File: config.mk
export PLATFORM = sky130hd
export DESIGN_NAME = mandelbrot_escape_time_top_flat
export DESIGN_NICKNAME = d
export VERILOG_FILES = /design/src/hdl/met_pkg.sv /design/src/hdl/met_ifs.sv /design/src/hdl/met_mul.sv /design/src/hdl/mandelbrot_escape_time_top.sv /design/src/flat_wrapper.sv
export SDC_FILE = /design/constraint.sdc
export NUM_CORES = 2
export LEC_CHECK = 0
export ABC_AREA = 1
export BUFFER_PORTS_ARGS = -buffer_cell sky130_fd_sc_hd__buf_2
export CORE_ASPECT_RATIO = 0.9
export CORE_MARGIN = 1
export CORE_UTILIZATION = 50
export CTS_BUF_LIST = sky130_fd_sc_hd__clkbuf_4
export CTS_CLUSTER_SIZE = 12
export DETAILED_ROUTE_END_ITERATION = 6
export PLACE_DENSITY_LB_ADDON = 0.12
export REMOVE_ABC_BUFFERS = 1
export SLEW_MARGIN = 20
export SYNTH_ARGS = -nofsm -noshare
export SYNTH_HDL_FRONTEND = slang
export SYNTH_SLANG_ARGS = --single-unit
File: constraint.sdc
create_clock -name clk -period 27.2 [get_ports clk]
set_input_delay 1.36 -clock clk [delete_from_list [all_inputs] [get_ports clk]]
set_output_delay 1.36 -clock clk [all_outputs]
set_load 0.02 [all_outputs]
File: src/hdl/met_pkg.sv
`timescale 1ns / 1ps

package met_pkg;

  localparam int COORD_W   = 12;
  localparam int COUNT_W   = 16;
  localparam int POINT_W   = 32;
  localparam int STEP_W    = 31;
  localparam int PROD_W    = 2 * POINT_W;
  localparam int CFG_IDX_W = 3;
  localparam int CFG_DAT_W = 32;

  localparam int MAX_SIDE      = 4096;
  localparam int FRACTION_BITS = 28;

  // |z|^2 >= 4 in the full-width product scale
  localparam logic [PROD_W-1:0] ESC_LIMIT = PROD_W'(64'd1 << (2 * FRACTION_BITS + 2));

  localparam logic [CFG_IDX_W-1:0] CFG_MAX_ITER = 3'd0;
  localparam logic [CFG_IDX_W-1:0] CFG_X_ORIGIN = 3'd1;
  localparam logic [CFG_IDX_W-1:0] CFG_X_STEP   = 3'd2;
  localparam logic [CFG_IDX_W-1:0] CFG_Y_ORIGIN = 3'd3;
  localparam logic [CFG_IDX_W-1:0] CFG_Y_STEP   = 3'd4;

  localparam logic [COUNT_W-1:0]        RST_MAX_ITER = 16'd1000;
  localparam logic signed [POINT_W-1:0] RST_X_ORIGIN = -32'sd536870912;
  localparam logic [STEP_W-1:0]         RST_X_STEP   = 31'd262144;
  localparam logic signed [POINT_W-1:0] RST_Y_ORIGIN = -32'sd268435456;
  localparam logic [STEP_W-1:0]         RST_Y_STEP   = 31'd131072;

  typedef enum logic [3:0] {
    ST_IDLE,
    ST_CR,
    ST_CI,
    ST_CIM,
    ST_RR,
    ST_II,
    ST_TEST,
    ST_UPD,
    ST_FIN
  } state_t;

  function automatic logic fits32(input logic signed [PROD_W-1:0] v);
    logic [PROD_W-POINT_W:0] top;
    top = v[PROD_W-1:POINT_W-1];
    return (&top) || !(|top);
  endfunction

  function automatic logic signed [POINT_W-1:0] sat32(input logic signed [PROD_W-1:0] v);
    logic signed [POINT_W-1:0] r;
    if (fits32(v)) begin
      r = v[POINT_W-1:0];
    end else if (v[PROD_W-1]) begin
      r = {1'b1, {(POINT_W-1){1'b0}}};
    end else begin
      r = {1'b0, {(POINT_W-1){1'b1}}};
    end
    return r;
  endfunction

  function automatic logic [COORD_W-1:0] clamp_index(input logic [COORD_W-1:0] v);
    logic [COORD_W-1:0] r;
    if (32'(v) >= MAX_SIDE) begin
      r = COORD_W'(MAX_SIDE - 1);
    end else begin
      r = v;
    end
    return r;
  endfunction

endpackage

File: src/hdl/met_ifs.sv
`timescale 1ns / 1ps

interface met_pix_if;
  logic                        valid;
  logic                        ready;
  logic [met_pkg::COORD_W-1:0] column;
  logic [met_pkg::COORD_W-1:0] row;
  modport source (output valid, column, row, input ready);
  modport sink (input valid, column, row, output ready);
endinterface

interface met_res_if;
  logic                        valid;
  logic                        ready;
  logic [met_pkg::COUNT_W-1:0] escape_count;
  modport source (output valid, escape_count, input ready);
  modport sink (input valid, escape_count, output ready);
endinterface

interface met_cfg_if;
  logic                          valid;
  logic                          ready;
  logic [met_pkg::CFG_IDX_W-1:0] index;
  logic [met_pkg::CFG_DAT_W-1:0] data;
  modport source (output valid, index, data, input ready);
  modport sink (input valid, index, data, output ready);
endinterface

File: src/hdl/met_mul.sv
`timescale 1ns / 1ps

module met_mul (
  input  logic                               clk,
  input  logic signed [met_pkg::POINT_W-1:0] a,
  input  logic signed [met_pkg::POINT_W-1:0] b,
  output logic signed [met_pkg::PROD_W-1:0]  prod
);

  always_ff @(posedge clk) begin
    prod <= a * b;
  end

endmodule

File: src/hdl/mandelbrot_escape_time_top.sv
`timescale 1ns / 1ps

// Mandelbrot escape-time counter. Each request names a pixel by column and row; the
// block maps it to c = (x_origin + column*x_step) + i*(y_origin + row*y_step) in signed
// Q4.28 (saturated), iterates z = z*z + c from zero and returns the number of steps
// taken before |z|^2 >= 4, an iterate overflow, or max_iterations. One pixel is worked
// at a time on a single registered 32x32 multiplier that forms zr*zr, zi*zi and zr*zi
// in turn, so each step passes through the states RR, II, TEST and UPD. A new request
// is taken as soon as the previous result sits in the output register.
// Configuration registers are always writable and must be changed only while idle.

module mandelbrot_escape_time_top (
  input logic     clk,
  input logic     rst,
  met_pix_if.sink pix,
  met_res_if.source res,
  met_cfg_if.sink cfg
);

  met_pkg::state_t state, state_next;

  logic [met_pkg::COUNT_W-1:0]        max_iter;
  logic signed [met_pkg::POINT_W-1:0] x_origin;
  logic [met_pkg::STEP_W-1:0]         x_step;
  logic signed [met_pkg::POINT_W-1:0] y_origin;
  logic [met_pkg::STEP_W-1:0]         y_step;

  logic [met_pkg::COORD_W-1:0]        col_q;
  logic [met_pkg::COORD_W-1:0]        row_q;
  logic signed [met_pkg::POINT_W-1:0] c_real;
  logic signed [met_pkg::POINT_W-1:0] c_imag;
  logic signed [met_pkg::POINT_W-1:0] z_real;
  logic signed [met_pkg::POINT_W-1:0] z_imag;
  logic [met_pkg::COUNT_W-1:0]        step_count;
  logic signed [met_pkg::PROD_W-1:0]  sq_rr;
  logic signed [met_pkg::PROD_W-1:0]  diff;

  logic                               res_valid;
  logic [met_pkg::COUNT_W-1:0]        res_count;

  logic signed [met_pkg::POINT_W-1:0] mul_a;
  logic signed [met_pkg::POINT_W-1:0] mul_b;
  logic signed [met_pkg::PROD_W-1:0]  prod;

  logic [met_pkg::PROD_W-1:0]         mag;
  logic                               stop_now;
  logic signed [met_pkg::PROD_W-1:0]  new_real;
  logic signed [met_pkg::PROD_W-1:0]  new_imag;
  logic                               ovf;
  logic                               pix_take;
  logic                               res_load;

  // configuration
  assign cfg.ready = 1'b1;

  always_ff @(posedge clk) begin
    if (rst) begin
      max_iter <= met_pkg::RST_MAX_ITER;
      x_origin <= met_pkg::RST_X_ORIGIN;
      x_step   <= met_pkg::RST_X_STEP;
      y_origin <= met_pkg::RST_Y_ORIGIN;
      y_step   <= met_pkg::RST_Y_STEP;
    end else if (cfg.valid) begin
      case (cfg.index)
        met_pkg::CFG_MAX_ITER: max_iter <= cfg.data[met_pkg::COUNT_W-1:0];
        met_pkg::CFG_X_ORIGIN: x_origin <= cfg.data;
        met_pkg::CFG_X_STEP:   x_step   <= cfg.data[met_pkg::STEP_W-1:0];
        met_pkg::CFG_Y_ORIGIN: y_origin <= cfg.data;
        met_pkg::CFG_Y_STEP:   y_step   <= cfg.data[met_pkg::STEP_W-1:0];
        default: ;
      endcase
    end
  end

  // shared multiplier
  always_comb begin
    case (state)
      met_pkg::ST_CR: begin
        mul_a = met_pkg::POINT_W'(col_q);
        mul_b = {1'b0, x_step};
      end
      met_pkg::ST_CI: begin
        mul_a = met_pkg::POINT_W'(row_q);
        mul_b = {1'b0, y_step};
      end
      met_pkg::ST_RR: begin
        mul_a = z_real;
        mul_b = z_real;
      end
      met_pkg::ST_II: begin
        mul_a = z_imag;
        mul_b = z_imag;
      end
      default: begin
        mul_a = z_real;
        mul_b = z_imag;
      end
    endcase
  end

  met_mul u_mul (
    .clk  (clk),
    .a    (mul_a),
    .b    (mul_b),
    .prod (prod)
  );

  // escape test on the squares of the current z, then the cross term update
  assign mag      = met_pkg::PROD_W'(sq_rr) + met_pkg::PROD_W'(prod);
  assign stop_now = (mag >= met_pkg::ESC_LIMIT) || (step_count >= max_iter);
  assign new_real = (diff >>> met_pkg::FRACTION_BITS) + met_pkg::PROD_W'(c_real);
  assign new_imag = (prod >>> (met_pkg::FRACTION_BITS - 1)) + met_pkg::PROD_W'(c_imag);
  assign ovf      = !met_pkg::fits32(new_real) || !met_pkg::fits32(new_imag);

  // next state
  always_comb begin
    state_next = state;
    case (state)
      met_pkg::ST_IDLE: if (pix.valid) state_next = met_pkg::ST_CR;
      met_pkg::ST_CR:   state_next = met_pkg::ST_CI;
      met_pkg::ST_CI:   state_next = met_pkg::ST_CIM;
      met_pkg::ST_CIM:  state_next = met_pkg::ST_RR;
      met_pkg::ST_RR:   state_next = met_pkg::ST_II;
      met_pkg::ST_II:   state_next = met_pkg::ST_TEST;
      met_pkg::ST_TEST: state_next = stop_now ? met_pkg::ST_FIN : met_pkg::ST_UPD;
      met_pkg::ST_UPD:  state_next = ovf ? met_pkg::ST_FIN : met_pkg::ST_RR;
      met_pkg::ST_FIN:  if (!res_valid || res.ready) state_next = met_pkg::ST_IDLE;
      default:          state_next = met_pkg::ST_IDLE;
    endcase
  end

  // outputs
  always_comb begin
    pix_take = 1'b0;
    res_load = 1'b0;
    case (state)
      met_pkg::ST_IDLE: pix_take = 1'b1;
      met_pkg::ST_FIN:  res_load = !res_valid || res.ready;
      default: ;
    endcase
  end

  assign pix.ready        = pix_take;
  assign res.valid        = res_valid;
  assign res.escape_count = res_count;

  always_ff @(posedge clk) begin
    if (rst) begin
      state <= met_pkg::ST_IDLE;
    end else begin
      state <= state_next;
    end
  end

  // datapath
  always_ff @(posedge clk) begin
    case (state)
      met_pkg::ST_IDLE: begin
        col_q <= met_pkg::clamp_index(pix.column);
        row_q <= met_pkg::clamp_index(pix.row);
      end
      met_pkg::ST_CI: begin
        c_real <= met_pkg::sat32({{met_pkg::POINT_W{x_origin[met_pkg::POINT_W-1]}}, x_origin}
                                 + prod);
      end
      met_pkg::ST_CIM: begin
        c_imag     <= met_pkg::sat32({{met_pkg::POINT_W{y_origin[met_pkg::POINT_W-1]}},
                                      y_origin} + prod);
        z_real     <= '0;
        z_imag     <= '0;
        step_count <= '0;
      end
      met_pkg::ST_II: begin
        sq_rr <= prod;
      end
      met_pkg::ST_TEST: begin
        diff <= sq_rr - prod;
      end
      met_pkg::ST_UPD: begin
        // the step counts even when the new iterate overflows
        step_count <= step_count + 1'b1;
        if (!ovf) begin
          z_real <= new_real[met_pkg::POINT_W-1:0];
          z_imag <= new_imag[met_pkg::POINT_W-1:0];
        end
      end
      default: ;
    endcase
  end

  always_ff @(posedge clk) begin
    if (rst) begin
      res_valid <= 1'b0;
    end else if (res_load) begin
      res_valid <= 1'b1;
    end else if (res.ready) begin
      res_valid <= 1'b0;
    end
  end

  always_ff @(posedge clk) begin
    if (res_load) begin
      res_count <= step_count;
    end
  end

`ifndef NO_ASSERTIONS
  a_req_starts: assert property (@(posedge clk) disable iff (rst)
    (pix.valid && pix.ready) |=> (state == met_pkg::ST_CR))
    else $error("request did not start the point setup");

  a_step_counts: assert property (@(posedge clk) disable iff (rst)
    (state == met_pkg::ST_UPD) |=> (step_count == $past(step_count) + 1'b1))
    else $error("step count did not advance on an update");

  a_result_source: assert property (@(posedge clk) disable iff (rst)
    $rose(res.valid) |-> $past(state == met_pkg::ST_FIN))
    else $error("result raised outside the finish state");
`endif

endmodule

File: src/flat_wrapper.sv
// flat-port wrapper written by rule: the top's interface ports become plain ports
module mandelbrot_escape_time_top_flat 
  (clk, rst, pix_valid, pix_column, pix_row, pix_ready, res_valid, res_escape_count, res_ready, cfg_valid, cfg_index, cfg_data, cfg_ready);
  met_pix_if pix_i ();
  met_res_if res_i ();
  met_cfg_if cfg_i ();
  input logic clk;
  input logic rst;
  input wire logic [$bits(pix_i.valid)-1:0] pix_valid;
  input wire logic [$bits(pix_i.column)-1:0] pix_column;
  input wire logic [$bits(pix_i.row)-1:0] pix_row;
  output wire logic [$bits(pix_i.ready)-1:0] pix_ready;
  output wire logic [$bits(res_i.valid)-1:0] res_valid;
  output wire logic [$bits(res_i.escape_count)-1:0] res_escape_count;
  input wire logic [$bits(res_i.ready)-1:0] res_ready;
  input wire logic [$bits(cfg_i.valid)-1:0] cfg_valid;
  input wire logic [$bits(cfg_i.index)-1:0] cfg_index;
  input wire logic [$bits(cfg_i.data)-1:0] cfg_data;
  output wire logic [$bits(cfg_i.ready)-1:0] cfg_ready;
  assign pix_i.valid = pix_valid;
  assign pix_i.column = pix_column;
  assign pix_i.row = pix_row;
  assign pix_ready = pix_i.ready;
  assign res_valid = res_i.valid;
  assign res_escape_count = res_i.escape_count;
  assign res_i.ready = res_ready;
  assign cfg_i.valid = cfg_valid;
  assign cfg_i.index = cfg_index;
  assign cfg_i.data = cfg_data;
  assign cfg_ready = cfg_i.ready;
  mandelbrot_escape_time_top u_core (.clk(clk), .rst(rst), .pix(pix_i), .res(res_i), .cfg(cfg_i));
endmodule
# Word level (Yosys, flattened, before mapping)
# Cells that the tools add are included.
# classes
mux,20
n_addsub,7
reduce_logical,33
multipliers,1
order_cmp,2
n_eq_ne,15
# ops
operator,count
64-bit adder,3
32-bit 2-to-1 mux,6
32-bit one-hot mux with 3 select lines,2
33-bit AND reduction,4
33-bit OR reduction,4
32-bit one-hot mux with 2 select lines,2
"64-bit by 59-bit greater-or-equal comparator with 1-bit output, second input constant",1
32-bit by 32-bit multiplier with 64-bit output,1
64-bit subtractor,1
37-bit by 32-bit adder with 38-bit output,1
36-bit by 32-bit adder with 37-bit output,1
4-bit one-hot mux with 9 select lines,1
16-bit one-hot mux with 2 select lines,1
"16-bit by 1-bit adder with 16-bit output, second input constant",1
"4-bit by 3-bit equality test with 1-bit output, second input constant",4
16-bit greater-or-equal comparator,1
4-bit 2-to-1 mux,4
2-bit AND reduction,7
"4-bit by 2-bit equality test with 1-bit output, second input constant",2
1-bit zero test,7
1-bit logical OR,7
"3-bit by 2-bit equality test with 1-bit output, second input constant",2
"4-bit by 1-bit equality test with 1-bit output, second input constant",1
"4-bit equality test, second input constant",1
8 further kinds,13
# word_totals
reg_bits,523
wordCells,96
in_bits,64
out_inout_bits,19

# Longest topological paths before layout
# depth
word_depth,8
ltp_mapped,42
depth_no_buf,40

# Cells and area by module
# Synthesis repeated with hierarchy kept, for this count alone.
# unflattened
hier_cells,11531
hier_area_um2,80617.3
# by_module_without_submodules
module,n_inst,area_per_inst_um2,cells_each,seq_area_each_um2
mandelbrot_escape_time_top,1,40641.5,6456,11471.0
met_mul,1,39975.8,5075,1281.2

# Worst setup path before layout
# Ideal clock, no wire load.
# synth_path
path_kind,register to register
startpoint,register u_core.state[0]
endpoint,register u_core.u_mul.prod[62] in the netlist's numbering
setup_ns,0.127
required_time_ns,27.073
synth_period_minus_slack_ns,8.657
path_slack_ns,18.543
n_path_buf,3
stages_incl_launch_ff,34
arrival_time_ns,8.530
cell_sequence,dfxtp_1 -> inv_1 -> nor2_1 -> nand2_1 -> inv_1 -> buf_2 -> buf_2 -> a22oi_2 -> inv_1 -> clkbuf_1 -> nand2_1 -> fa_1 -> fa_1 -> inv_1 -> fa_1 -> fa_1 -> fa_1 -> fa_1 -> fa_1 -> inv_1 -> fa_1 -> inv_1 -> ha_1 -> a21oi_1 -> inv_1 -> a31oi_1 -> o21ai_0 -> a21oi_1 -> nand3_1 -> nand2_1 -> o211ai_1 -> a21boi_0 -> o21ai_0 -> xor2_1
# synth_between
elab_chain_cells,3
word_cells_on_any_way,7
classes_between,mul (1); eq/ne (4); mux (2)
# synth_lines
item,line_no,rtl
"start, declared",mandelbrot_escape_time_top.sv:20,"met_pkg::state_t state, state_next;"
"start signal, assigned",mandelbrot_escape_time_top.sv:149,state <= met_pkg::ST_IDLE;
"start signal, assigned",mandelbrot_escape_time_top.sv:151,state <= state_next;
"4-bit by 3-bit equality test with 1-bit output, or another cell as far along",mandelbrot_escape_time_top.sv:77,case (state)
32-bit one-hot mux with 3 select lines,mandelbrot_escape_time_top.sv:77,
32-bit by 32-bit multiplier with 64-bit output (*),met_mul.sv:11,prod <= a * b;
"end signal, assigned",met_mul.sv:11,
"end, declared",met_mul.sv:7,output logic signed [met_pkg::PROD_W-1:0] prod
# Mark *: on every way between the ends. The rest lies on a longest branch, timed or not.
# A chain may end at the register's enable or synchronous reset.

# Worst setup path after layout
# Same ends and word-level chain as after synthesis.

==> out/qor.csv <==
stage;metric;value;unit
status;status;complete, but fails checks;
status;failing checks;DRC;
logic_synthesis;top post-synthesis cells by area;fa_1, edfxtp_1, nand2_1;
route;drt first pass iters;6;
worst_setup_path;critical path required time;28.16;ns
worst_setup_path;Slowest Stage Delay on Critical Path;0.91;ns
clocking;clk buf depth;3;
worst_setup_path;CP Class;register to register;
clocking;TritonCTS clock tree;yes;
layout;fraction of layout cells with a size suffix above 1;0.0592;
route;routed length per instance;25.5;um
clocking;htree depth;4;
logic_synthesis;Cell Area, Synth;74600;um2
grt;initial antenna violation count;26;
logic_synthesis;FF+latch count, synth;495;
sta;fmax;0.0875;GHz
logic_synthesis;asr flop ratio synth;0;
layout;Area growth syn-to-layout;6.47;%
logic_synthesis;multiplexer area fraction after synthesis;0;
clocking;Clock transition at path regs;0.07;ns
logic_synthesis;most common cell in the netlist;nand2_1;
logic_synthesis;sequential area share after synthesis;0.171;
logic_synthesis;commonest cells in the netlist;nand2_1, inv_1, nor2_1;
route;DR vias;68800;
clocking;post-CTS sizing;0;
route;DRT Wirelength;305;mm
worst_setup_path;Worst EP arrival;12.39;ns
sta;final hold vios;0;
place;PortBufs;81;
logic_synthesis;Synth Warn #;0;
worst_setup_path;Slowest-stage cell, CP;fa_1;
logic_synthesis;adder-cell share of the synthesized area;0.380;
route;drt via density;5.75;
clocking;clk_lat worst skew;1.15;ns
sta;Max transition margin;0.192;
logic_synthesis;Post-synth EDFFs;284;
sta;setup TNS;0;ns
logic_synthesis;Yosys top cell by area;fa_1;
die;io pins;83;
grt;vias in the first global route;67000;
place;pre-CTS setup slack;16.08;ns
clocking;Hold-fix buffers, CTS;0;
die;die width;409;um
logic_synthesis;Yosys top cell area share;0.292;
die;Cell Rows;134;
logic_synthesis;cell count after synthesis;9758;
sta;Worst-Margin Slew;1.21;ns
sta;post-layout min period;11.42;ns
clocking;root buffer cell;clkbuf_4;
sta;period utilization;0.420;
logic_synthesis;Synth Area in Compound Gates;0.106;
worst_setup_path;critical path launch point type;register;
sta;Max Transition Viols Final;0;
worst_setup_path;Crit Path Max Fanout;50;
min_path;HP Class;input pin to register;
logic_synthesis;prevailing post-synth register cell;edfxtp_1;
run;Max-cap violations;0;
grt;largest net degree at the start of global routing;78;
logic_synthesis;Yosys cell types;66;
sta;PnR worst setup slack;15.78;ns
die;Die ar.;151000;um2
route;antenna viol nets, final;0;
logic_synthesis;Mean Syn Cell Area;7.65;um2
layout;Finished Cell Area;79500;um2
route;initial detailed-routing violation count;8371;
logic_synthesis;simple-gate share of the synthesized area;0.208;
grt;first-pass GRT wire length;443;mm
clocking;Post-CTS Setup Bufs;0;
place;GP Congestion;1.06;
logic_synthesis;xor-xnor portion of the synthesized cell area;0.0244;
place;post-DP HPWL;253;mm
place;Post-DP Area;77600;um2
die;Core Region;148000;um2
clocking;Clock Sinks;495;
grt;grt ovf;0;
grt;GRT Total Usage;0.402;
clocking;Num CTS Buffers;139;
worst_setup_path;CP dominant cell by count;fa_1;
logic_synthesis;largest family of logic cells by synthesized area;adder cells;
sta;Setup Viol. Count Final;0;
sta;Final Skew;0.0876;ns
sta;RSZ-0062 raised after global routing;no;
worst_setup_path;CP Capture Type;register;
route;DRC viols;2;
die;die span in y;368;um
layout;Nets;11500;
die;Initial Util;0.503;
-- area by class of cell --
type                    count  area, um2
repair buffers            220       1480
fillers                 14600      68800
flip-flops and latches    495      12800
inverters                1913       7190
well taps                1972       2470
multi-input cells        7090      53700
clock inverters            47        263
diodes                     16       40.0
clock buffers             204       1530
-- layout by cell type, fill, tap and decap left out, types with 9 or more instances in the layout --
cell	synthesis	layout
clkbuf_4	0	204
a21boi_0	24	24
clkinv_1	23	54
a211oi_1	15	15
nand3_1	214	214
nand3_2	12	12
o211ai_1	17	17
fa_1	1087	1087
o2111ai_1	12	12
o21a_1	38	38
nor2_1	1493	1486
inv_1	1869	1866
a31oi_1	73	73
nor3_1	65	62
buf_4	1	137
nand4_1	74	74
nand3b_1	20	20
a21o_1	34	34
a21oi_2	13	13
edfxtp_1	284	284
nor4_1	23	22
a22oi_1	9	9
nand2_1	1879	1878
and3_1	12	12
o21ai_2	3	18
o21ai_1	29	23
o21ai_0	499	490
buf_2	30	81
nand2_2	21	22
dfxtp_1	211	211
diode_2	0	16
inv_2	21	22
xnor2_1	52	52
a21oi_1	552	551
nor2_2	17	19
xor2_1	150	150
ha_1	526	526
o21bai_1	53	53
-- worst max-delay path: cells and delay by family, from the launching register on --
family | cells | cell delay, ns
AO/OA/AOI/OAI | 8 | 1.93
flip-flops | 1 | 0.36
AND/OR/NAND/NOR | 6 | 1.98
adder cells (fa/ha/maj) | 9 | 4.78
XOR/XNOR | 1 | 0.16
buffers and inverters | 6 | 1.99
-- cells by family (layout without fill, tap and decap cells) --
logic type,after synthesis,after routing
flip-flops,495,495
AO/OA/AOI/OAI,1413,1413
AND/OR/NAND/NOR,3858,3858
XOR/XNOR,205,205
buffers and inverters,2173,2384
adder cells (fa/ha/maj),1613,1613
other,1,17
-- registers in the layout (all words and copies together) (netlist names) --
signal and cells:
u_core.c_real 32, u_core.row_q 12, u_core.sq_rr 64, u_core.col_q 12
u_core.max_iter 16, u_core.y_origin 32, u_core.z_imag 32, u_core.state 4
u_core.res.escape_count 16, u_core.res.valid 1, u_core.z_real 32, u_core.x_origin 32
u_core.diff 36, u_core.step_count 16, u_core.u_mul.prod 64, u_core.y_step 31
u_core.c_imag 32, u_core.x_step 31
-- metrics by stage --
| step | instances | hold slack (ns) | util |
|---|---|---|---|
| 2_1_floorplan | 9498 | 0.429 | - |
| 3_3_place_gp | 11700 | 0.446 | 0.523 |
| 3_5_place_dp | 11700 | 0.444 | 0.523 |
| 4_1_cts | 11900 | 0.352 | 0.535 |
| 5_1_grt | 11900 | 0.392 | 0.536 |
| 6_report | 12000 | 0.426 | 0.536 |
-- routing by layer --
metal	vias to the layer above	share of wire	track usage
li1	30600	-	-
met1	33600	0.42	0.571
met2	3993	0.41	0.567
met3	640	0.12	0.124
met4	6	0.044	0.159
met5	-	0.00045	0.00543
-- worst paths after layout --
| path | slack [ns] | end | cells after the start | from |
|---|---|---|---|---|
| setup / recovery | 15.78 | u_core.u_mul.prod[62] | 30 | u_core.state[0] |
| hold reg to reg | 0.46 | u_core.y_step[17] | 2 | u_core.y_step[17] |
| setup reg to reg | 15.78 | u_core.u_mul.prod[62] | 30 | u_core.state[0] |
| hold / removal | 0.43 | u_core.col_q[4] | 1 | pix_column[4] |
Power is left out: the tool's default activity adds up to more than one toggle a clock period on the data nets, which glitch-free logic cannot reach.
